[config.mk]
export PLATFORM = sky130hd
export DESIGN_NAME = dtmf_spectral_peak_classifier
export DESIGN_NICKNAME = d
export VERILOG_FILES = /design/src/design/dtmf_spc_pkg.sv /design/src/design/dtmf_spectral_peak_classifier.sv
export VERILOG_INCLUDE_DIRS = /design/src /design/src/design
export SDC_FILE = /design/constraint.sdc
export NUM_CORES = 2
export LEC_CHECK = 0
export BUFFER_PORTS_ARGS = -buffer_cell sky130_fd_sc_hd__clkbuf_2
export CAP_MARGIN = 20
export CORE_ASPECT_RATIO = 0.75
export CORE_UTILIZATION = 30
export DETAILED_ROUTE_END_ITERATION = 10
export GPL_ROUTABILITY_DRIVEN = 0
export GPL_TIMING_DRIVEN = 0
export SYNTH_ARGS = -nofsm -noshare
export SYNTH_HDL_FRONTEND = slang
export SYNTH_SLANG_ARGS = --single-unit
[constraint.sdc]
create_clock -name clk -period 16.7 [get_ports clk]
set_input_delay 0 -clock clk [delete_from_list [all_inputs] [get_ports clk]]
set_output_delay 0 -clock clk [all_outputs]
set_load 0.02 [all_outputs]
[src/design/assert_macros.svh]
// ----------------------------------------------------------------------------
// Assertion macros
// Concurrent assertion shorthands, clocked on clk with asynchronous reset off.
// ----------------------------------------------------------------------------
`ifndef ASSERT_MACROS_SVH
`define ASSERT_MACROS_SVH

`ifndef NO_ASSERTIONS

// same-cycle implication
`define ASSERT_IMP(label, clk, rst_n, ante, cons) \
	label: assert property (@(posedge clk) disable iff (!rst_n) (ante) |-> (cons)) \
		else $error("%m: implication failed");

// next-cycle implication
`define ASSERT_NXT(label, clk, rst_n, ante, cons) \
	label: assert property (@(posedge clk) disable iff (!rst_n) (ante) |=> (cons)) \
		else $error("%m: next-cycle implication failed");

`else

`define ASSERT_IMP(label, clk, rst_n, ante, cons)
`define ASSERT_NXT(label, clk, rst_n, ante, cons)

`endif

`endif

[src/design/dtmf_spc_pkg.sv]
`timescale 1ns / 1ps
// ----------------------------------------------------------------------------
// dtmf_spc_pkg
// Shared types and constants of the DTMF spectral peak classifier.
// ----------------------------------------------------------------------------
package dtmf_spc_pkg;

	localparam int STEP_W = 12;
	localparam int TOL_W  = 10;
	localparam int EDGE_W = 16;
	localparam int BIN_W  = 32;
	localparam int SYM_W  = 5;
	localparam int TONE_W = 12;
	localparam int CFG_AW = 3;
	localparam int CFG_DW = 16;

	typedef enum logic [CFG_AW-1:0] {
		REG_BIN_STEP   = 3'd0,
		REG_TOLERANCE  = 3'd1,
		REG_HIGH_LOWER = 3'd2,
		REG_HIGH_UPPER = 3'd3,
		REG_LOW_LOWER  = 3'd4,
		REG_LOW_UPPER  = 3'd5
	} cfg_reg_t;

	localparam logic [STEP_W-1:0] RST_BIN_STEP   = 12'd49;
	localparam logic [TOL_W-1:0]  RST_TOLERANCE  = 10'd50;
	localparam logic [EDGE_W-1:0] RST_HIGH_LOWER = 16'd2200;
	localparam logic [EDGE_W-1:0] RST_HIGH_UPPER = 16'd3400;
	localparam logic [EDGE_W-1:0] RST_LOW_LOWER  = 16'd1200;
	localparam logic [EDGE_W-1:0] RST_LOW_UPPER  = 16'd2000;

	localparam logic [SYM_W-1:0] SYM_GAP  = 5'd16;
	localparam logic [SYM_W-1:0] SYM_NONE = 5'd17;

	typedef logic [TONE_W-1:0] tone_arr_t [4];

	// tone frequencies in half hertz
	localparam tone_arr_t COL_TONE = '{12'd2418, 12'd2672, 12'd2954, 12'd3266};
	localparam tone_arr_t ROW_TONE = '{12'd1394, 12'd1540, 12'd1704, 12'd1882};

endpackage

[src/design/dtmf_spectral_peak_classifier.sv]
`timescale 1ns / 1ps
// ----------------------------------------------------------------------------
// dtmf_spectral_peak_classifier
// Tracks the strongest bin in the row and column bands over a spectrum frame
// and classifies the peak pair as a keypad symbol, a gap or the held symbol at each frame end.
// ----------------------------------------------------------------------------
//  channel  | dir | handshake              | payload
//  s_axis   | in  | tvalid/tready          | tdata[31:0] bin_value, tlast frame_end
//  m_axis   | out | tvalid/tready          | tdata[4:0] symbol_code
//  cfg      | in  | cfg_valid/cfg_ready    | cfg_addr register index, cfg_data
//
// One bin per cycle sustained unless a stalled output stops the input; the 32x32
// square in stage 2 sets the clock. Frame-end symbols pass stages 3 and 4 to the output.
// Reset clears counter, peaks, held symbol (none yet) and all valid flags.
// A stalled output backs up only at frame ends: three symbols can wait in the
// output, stage 4 and stage 3; a fourth frame-end beat then holds in stage 2
// and stops the input behind it.
// ----------------------------------------------------------------------------
`include "assert_macros.svh"

module dtmf_spectral_peak_classifier #(
	parameter int MAX_BINS = 1024
) (
	input  logic                              clk,
	input  logic                              arst_n,
	input  logic                              s_axis_tvalid,
	output logic                              s_axis_tready,
	input  logic [dtmf_spc_pkg::BIN_W-1:0]    s_axis_tdata,  // [31:0] bin_value
	input  logic                              s_axis_tlast,  // frame_end
	output logic                              m_axis_tvalid,
	input  logic                              m_axis_tready,
	output logic [7:0]                        m_axis_tdata,  // [4:0] symbol_code
	input  logic                              cfg_valid,
	output logic                              cfg_ready,
	input  logic [dtmf_spc_pkg::CFG_AW-1:0]   cfg_addr,
	input  logic [dtmf_spc_pkg::CFG_DW-1:0]   cfg_data
);
	import dtmf_spc_pkg::*;

	localparam int IDX_W = $clog2(MAX_BINS);
	localparam int CNT_W = $clog2(MAX_BINS + 1);
	localparam int F_W   = IDX_W + STEP_W;
	localparam int CMP_W = F_W + 1;

	// configuration
	logic [STEP_W-1:0] step_q;
	logic [TOL_W-1:0]  tol_q;
	logic [EDGE_W-1:0] hbl_q, hbu_q, lbl_q, lbu_q;

	assign cfg_ready = 1'b1;

	always_ff @(posedge clk or negedge arst_n) begin
		if (!arst_n) begin
			step_q <= RST_BIN_STEP;
			tol_q  <= RST_TOLERANCE;
			hbl_q  <= RST_HIGH_LOWER;
			hbu_q  <= RST_HIGH_UPPER;
			lbl_q  <= RST_LOW_LOWER;
			lbu_q  <= RST_LOW_UPPER;
		end else if (cfg_valid) begin
			unique case (cfg_reg_t'(cfg_addr))
				REG_BIN_STEP:   step_q <= cfg_data[STEP_W-1:0];
				REG_TOLERANCE:  tol_q  <= cfg_data[TOL_W-1:0];
				REG_HIGH_LOWER: hbl_q  <= cfg_data;
				REG_HIGH_UPPER: hbu_q  <= cfg_data;
				REG_LOW_LOWER:  lbl_q  <= cfg_data;
				REG_LOW_UPPER:  lbu_q  <= cfg_data;
				default: ;
			endcase
		end
	end

	// stage handshake
	logic valid_s1, valid_s2, valid_s3, valid_s4, out_valid_q;
	logic last_s1, last_s2;
	logic s1_ready, s2_ready, s3_ready, s4_ready, s2_fire;

	assign s4_ready = !out_valid_q || m_axis_tready;
	assign s3_ready = !valid_s3 || s4_ready;
	assign s2_ready = !valid_s2 || !last_s2 || s3_ready;
	assign s1_ready = !valid_s1 || s2_ready;
	assign s2_fire  = valid_s2 && (!last_s2 || s3_ready);
	assign s_axis_tready = s1_ready;

	logic in_beat;
	assign in_beat = s_axis_tvalid && s1_ready;

	// bin counter, saturates at MAX_BINS
	logic [CNT_W-1:0] cnt_q;
	logic             cnt_in_range;
	assign cnt_in_range = cnt_q < CNT_W'(MAX_BINS);

	always_ff @(posedge clk or negedge arst_n) begin
		if (!arst_n) begin
			cnt_q <= '0;
		end else if (in_beat) begin
			if (s_axis_tlast)
				cnt_q <= '0;
			else if (cnt_in_range)
				cnt_q <= cnt_q + CNT_W'(1);
		end
	end

	// stage 1: input register
	logic [BIN_W-1:0] bin_s1;
	logic [IDX_W-1:0] idx_s1, idx_s2;
	logic             inr_s1, inr_s2;

	always_ff @(posedge clk or negedge arst_n) begin
		if (!arst_n) begin
			valid_s1 <= 1'b0;
		end else if (s1_ready) begin
			valid_s1 <= s_axis_tvalid;
		end
	end

	always_ff @(posedge clk) begin
		if (in_beat) begin
			bin_s1  <= s_axis_tdata;
			last_s1 <= s_axis_tlast;
			idx_s1  <= cnt_q[IDX_W-1:0];
			inr_s1  <= cnt_in_range;
		end
	end

	// stage 2: power and bin frequency
	logic [BIN_W-1:0]   mag;
	logic [2*BIN_W-1:0] pw_s2;
	logic [F_W-1:0]     f_s2;

	// two's complement negate also maps the most negative value onto 2^31
	assign mag = bin_s1[BIN_W-1] ? (~bin_s1 + BIN_W'(1)) : bin_s1;

	always_ff @(posedge clk or negedge arst_n) begin
		if (!arst_n) begin
			valid_s2 <= 1'b0;
		end else if (s2_ready) begin
			valid_s2 <= valid_s1;
		end
	end

	always_ff @(posedge clk) begin
		if (valid_s1 && s2_ready) begin
			pw_s2   <= (2*BIN_W)'(mag) * (2*BIN_W)'(mag);
			f_s2    <= F_W'(idx_s1) * F_W'(step_q);
			idx_s2  <= idx_s1;
			inr_s2  <= inr_s1;
			last_s2 <= last_s1;
		end
	end

	// running peaks
	logic [2*BIN_W-1:0] hi_pow_q, lo_pow_q, hi_pow_nx, lo_pow_nx;
	logic [IDX_W-1:0]   hi_idx_q, lo_idx_q, hi_idx_nx, lo_idx_nx;
	logic               hi_take, lo_take;

	assign hi_take = inr_s2 && (pw_s2 > hi_pow_q)
		&& (f_s2 > F_W'(hbl_q)) && (f_s2 < F_W'(hbu_q));
	assign lo_take = inr_s2 && (pw_s2 > lo_pow_q)
		&& (f_s2 > F_W'(lbl_q)) && (f_s2 < F_W'(lbu_q));
	assign hi_pow_nx = hi_take ? pw_s2 : hi_pow_q;
	assign hi_idx_nx = hi_take ? idx_s2 : hi_idx_q;
	assign lo_pow_nx = lo_take ? pw_s2 : lo_pow_q;
	assign lo_idx_nx = lo_take ? idx_s2 : lo_idx_q;

	always_ff @(posedge clk or negedge arst_n) begin
		if (!arst_n) begin
			hi_pow_q <= '0;
			lo_pow_q <= '0;
		end else if (s2_fire) begin
			hi_pow_q <= last_s2 ? '0 : hi_pow_nx;
			lo_pow_q <= last_s2 ? '0 : lo_pow_nx;
		end
	end

	always_ff @(posedge clk) begin
		if (s2_fire) begin
			hi_idx_q <= hi_idx_nx;
			lo_idx_q <= lo_idx_nx;
		end
	end

	// stage 3: frame-end snapshot of the peaks
	logic [IDX_W-1:0] hi_idx_s3, lo_idx_s3;
	logic             hi_ok_s3, lo_ok_s3;

	always_ff @(posedge clk or negedge arst_n) begin
		if (!arst_n) begin
			valid_s3 <= 1'b0;
		end else if (s3_ready) begin
			valid_s3 <= s2_fire && last_s2;
		end
	end

	always_ff @(posedge clk) begin
		if (s2_fire && last_s2) begin
			hi_idx_s3 <= hi_idx_nx;
			lo_idx_s3 <= lo_idx_nx;
			hi_ok_s3  <= hi_pow_nx != '0;
			lo_ok_s3  <= lo_pow_nx != '0;
		end
	end

	// stage 4: peak frequencies
	logic [F_W-1:0] fh_s4, fl_s4;
	logic           hi_ok_s4, lo_ok_s4;

	always_ff @(posedge clk or negedge arst_n) begin
		if (!arst_n) begin
			valid_s4 <= 1'b0;
		end else if (s4_ready) begin
			valid_s4 <= valid_s3;
		end
	end

	always_ff @(posedge clk) begin
		if (valid_s3 && s4_ready) begin
			fh_s4    <= F_W'(hi_idx_s3) * F_W'(step_q);
			fl_s4    <= F_W'(lo_idx_s3) * F_W'(step_q);
			hi_ok_s4 <= hi_ok_s3;
			lo_ok_s4 <= lo_ok_s3;
		end
	end

	// tone match and symbol decision
	logic [3:0]       col_m, row_m;
	logic             col_hit, row_hit;
	logic [1:0]       col_sel, row_sel;
	logic [SYM_W-1:0] sym_nx, held_q, out_sym_q;

	always_comb begin
		for (int k = 0; k < 4; k++) begin
			col_m[k] = hi_ok_s4
				&& (CMP_W'(fh_s4) + CMP_W'(tol_q) > CMP_W'(COL_TONE[k]))
				&& (CMP_W'(fh_s4) < CMP_W'(COL_TONE[k]) + CMP_W'(tol_q));
			row_m[k] = lo_ok_s4
				&& (CMP_W'(fl_s4) + CMP_W'(tol_q) > CMP_W'(ROW_TONE[k]))
				&& (CMP_W'(fl_s4) < CMP_W'(ROW_TONE[k]) + CMP_W'(tol_q));
		end
	end

	// first column wins, last row wins; selects only matter on a hit
	always_comb begin
		priority if (col_m[0]) col_sel = 2'd0;
		else if (col_m[1])     col_sel = 2'd1;
		else if (col_m[2])     col_sel = 2'd2;
		else                   col_sel = 2'd3;
		priority if (row_m[3]) row_sel = 2'd3;
		else if (row_m[2])     row_sel = 2'd2;
		else if (row_m[1])     row_sel = 2'd1;
		else                   row_sel = 2'd0;
	end

	assign col_hit = |col_m;
	assign row_hit = |row_m;

	always_comb begin
		priority if (!col_hit) sym_nx = SYM_GAP;
		else if (row_hit)      sym_nx = {1'b0, row_sel, col_sel};
		else                   sym_nx = held_q;
	end

	// output register and held symbol
	always_ff @(posedge clk or negedge arst_n) begin
		if (!arst_n) begin
			out_valid_q <= 1'b0;
			held_q      <= SYM_NONE;
		end else if (valid_s4 && s4_ready) begin
			out_valid_q <= 1'b1;
			held_q      <= sym_nx;
		end else if (m_axis_tready) begin
			out_valid_q <= 1'b0;
		end
	end

	always_ff @(posedge clk) begin
		if (valid_s4 && s4_ready)
			out_sym_q <= sym_nx;
	end

	assign m_axis_tvalid = out_valid_q;
	assign m_axis_tdata  = {3'b000, out_sym_q};

	`ASSERT_IMP(a_sym_range, clk, arst_n, m_axis_tvalid, out_sym_q <= SYM_NONE)
	`ASSERT_IMP(a_held_range, clk, arst_n, 1'b1, held_q <= SYM_NONE)
	`ASSERT_IMP(a_cnt_sat, clk, arst_n, 1'b1, cnt_q <= CNT_W'(MAX_BINS))
	`ASSERT_NXT(a_cnt_clear, clk, arst_n, in_beat && s_axis_tlast, cnt_q == '0)
	`ASSERT_NXT(a_peak_clear, clk, arst_n, s2_fire && last_s2, hi_pow_q == '0 && lo_pow_q == '0)
	`ASSERT_NXT(a_out_load, clk, arst_n, valid_s4 && s4_ready, out_valid_q && held_q == out_sym_q)

endmodule
==> run_results.csv <==
group,metric,value,unit
outcome,outcome,"complete, but fails checks",
outcome,violations,"DRC",
floorplan,dieWidth,546,um
yosys,synth_cells,6808,
clock_tree,cts_max_level,2,
cells_and_area,area.growth.synth_to_final,10.1,%
global_routing,grt_pass1_wl,309,mm
clock_tree,clock-sinks,469,
global_routing,groute.usage.overall,0.179,
hold_path,holdPathStages,2,
yosys,synth_compound_area_frac,0.0958,
sta,tightestPinTransition,1280,ps
yosys,synth_edf_count,234,
clock_tree,cts_max_path_buffers,3,
yosys,synth_top_area_cell,"fa_1",
clock_tree,root_buffer,"clkbuf_16",
cells_and_area,fin_nets,8878,
sta,post-route-min-period,15110,ps
global_routing,grt_max_degree,92,
yosys,synth_mux_area_frac,0.0141,
floorplan,dieArea,0.224,sq mm
yosys,synth-adder-area-share,0.454,
sta,drv_slew,0,
yosys,netlist_top_cells_area,"fa_1 31%, ha_1 14%, edfxtp_1 11%",
floorplan,fp-row-count,149,
yosys,synth_area,0.0665,sq mm
floorplan,start_util,0.302,
floorplan,die_h,410,um
detailed_routing,post-route-drc-count,14,
clock_tree,numCtsBuffers,50,
yosys,synth.most_common_cell,"inv_1",
flow_run,drv_cap,0,
worst_setup_path,slowest_stage,"xor2_2",
cells_and_area,post-route-util,0.333,
yosys,synth_cell_types,100,
yosys,yosys_warnings,0,
clock_tree,cts_setup_buffers,0,
placed_design,port_buffers,63,
clock_tree,cts_hold_buf,59,
clock_tree,cts.clk_slew.worst_paths,100,ps
sta,finalSetupTns,0,ps
sta,slew_headroom,0.139,
global_routing,grt_pass1_vias,51700,
cells_and_area,instances_no_fill,10000,
global_routing,grt-ovfl-total,0,
sta,finalSetupViolCount,0,
detailed_routing,routedWlPerCell,19.9,um
clock_tree,cts_resized,0,
worst_setup_path,cp_max_fo,10,
yosys,synth_top_family_by_area,"adder cells",
hold_path,hold_path_end,"bin_s1[5]",
sta,period_share,0.905,
floorplan,coreArea,0.220,sq mm
cells_and_area,drive_gt1_frac,0.0479,
placed_design,dp.cells,9860,
worst_setup_path,critPathTopFamily,"adder cells",
detailed_routing,routed_via_density,4.97,
hold_path,hold_class,"in2reg",
worst_setup_path,slowest_delay,930,ps
hold_path,hp-start,"s_axis_tdata[5]",
worst_setup_path,end_kind,"flip-flop",
clock_tree,clk_latency,680,ps
detailed_routing,drt-total-wl,199,mm
yosys,synth-simple-area-share,0.114,
yosys,ys_seq_area_frac,0.195,
worst_setup_path,critPathRequiredTime,17080,ps
worst_setup_path,cp.depth,41,
detailed_routing,postRouteAntennaNets,0,
yosys,ys_ff_latch,469,
worst_setup_path,crit_arrival,15500,ps
worst_setup_path,timing_worst_setup_path_type,"reg2reg",
detailed_routing,vias,49800,
placed_design,post-dp-hpwl,163,mm
detailed_routing,drt-initial-drc-count,4397,
sta,rsz0062_at_grt,"no",
worst_setup_path,reg2reg_from,"bin_s1[0]",
worst_setup_path,r2r_end,"pw_s2[60]",
sta,hold_viol_final,0,
yosys,synth_area_per_cell,9.77,sq um
global_routing,antenna_found_initial,4,
sta,fin_skew,40.9,ps
yosys,yosys.area.top_type_share,0.312,
yosys,synth.top_cells.by_count,"1483 x inv_1, 1038 x fa_1, 751 x ha_1",
worst_setup_path,start_kind,"flip-flop",
worst_setup_path,worst_r2r_path_depth,41,
detailed_routing,first_pass_iters,9,
yosys,synth_flop_cell,"edfxtp_1",
sta,fmax,66.2,MHz
worst_setup_path,r2r_setup_slack,1590,ps
yosys,synthXorXnorAreaFrac,0.0305,
worst_setup_path,crit_buf_inv,13,
clock_tree,tritoncts,"built",
floorplan,pin_count,68,
yosys,synth_async_sr_flop_share,0.501,
cells by family after synthesis:
| group | Yosys count |
|---|---|
| muxes | 84 |
| other | 2 |
| xor gates and xnor gates | 231 |
| and+or+nand+nor | 1609 |
| DFF | 469 |
| AOI/OAI and AO/OA | 900 |
| adders and majority gates | 1789 |
| buffers and inverters | 1724 |
through the flow:
stage          worst slack [ps]  hold WS, ps  cell area, sq um
2_1_floorplan              6140         -296             66600
3_3_place_gp               1650          178             70600
3_5_place_dp               2390         81.5             70900
4_1_cts                    2270         5.33             73200
5_1_grt                    1450         43.2             73200
6_report                   1590         37.5             73200
cell usage in the layout, fill, tap and decap left out, drive strengths merged, types with 11 or more instances in the layout:
cell / netlist / final
and2: 195 / 195
conb: 2 / 31
nand2b: 38 / 38
dlygate4sd3: 0 / 58
o31ai: 19 / 19
dfstp: 27 / 27
buf: 21 / 43
a22o: 58 / 58
xnor2: 141 / 141
nor2: 385 / 385
dfrtp: 208 / 208
a21o: 138 / 138
a31oi: 15 / 15
nand4: 72 / 72
inv: 1487 / 1491
a32o: 63 / 63
nand2: 604 / 604
o211ai: 22 / 22
or3: 24 / 24
or2: 15 / 15
o21ai: 155 / 155
clkbuf: 204 / 331
nand3: 52 / 52
xor2: 90 / 90
edfxtp: 234 / 234
nor4: 65 / 65
clkinv: 12 / 28
a21boi: 11 / 11
mux2: 79 / 79
ha: 751 / 751
nor3: 57 / 57
o41ai: 11 / 11
o21a: 41 / 41
a211oi: 28 / 28
o21bai: 25 / 25
and3: 19 / 19
fa: 1038 / 1038
a21oi: 198 / 198
nor2b: 44 / 44
layout make-up:
cell class	count	area (sq um)
Inverter	1499	5630
Clock buffer	64	1370
Clock inverter	30	323
Buffer	225	866
Antenna cell	5	12.5
Multi-Input combinational cell	4644	47200
Timing Repair Buffer	143	1190
Fill cell	22500	147000
Sequential cell	469	12900
Tap cell	2944	3680
registers in the layout, indices dropped and copies added, names as in the netlist, 22 cells and up:
register and cells:
fl_s4 22, bin_s1 32, lo_pow_q 64, fh_s4 22, f_s2 22, pw_s2 63, hi_pow_q 64
layer usage:
| metal | track usage | wire, um | vias to the layer above |
|---|---|---|---|
| met5 | 0 | 195 | - |
| li1 | - | - | 22300 |
| met2 | 0.256 | 80800 | 2274 |
| met1 | 0.255 | 89500 | 24900 |
| met3 | 0.0632 | 24000 | 334 |
| met4 | 0.0422 | 4970 | 5 |
worst max-delay path by stage:
stage | start | to | slack, ps
finish | bin_s1[0] | pw_s2[60] | 1590
global placement | bin_s1[0] | pw_s2[60] | 1650
detailed placement | bin_s1[0] | pw_s2[60] | 2390
CTS | bin_s1[0] | pw_s2[60] | 2270
floorplan | bin_s1[0] | pw_s2[60] | 6140
global route | bin_s1[0] | pw_s2[60] | 1450
Power is not shown: default switching activity piles up to over one toggle a cycle in this logic, so the estimate is an artifact.
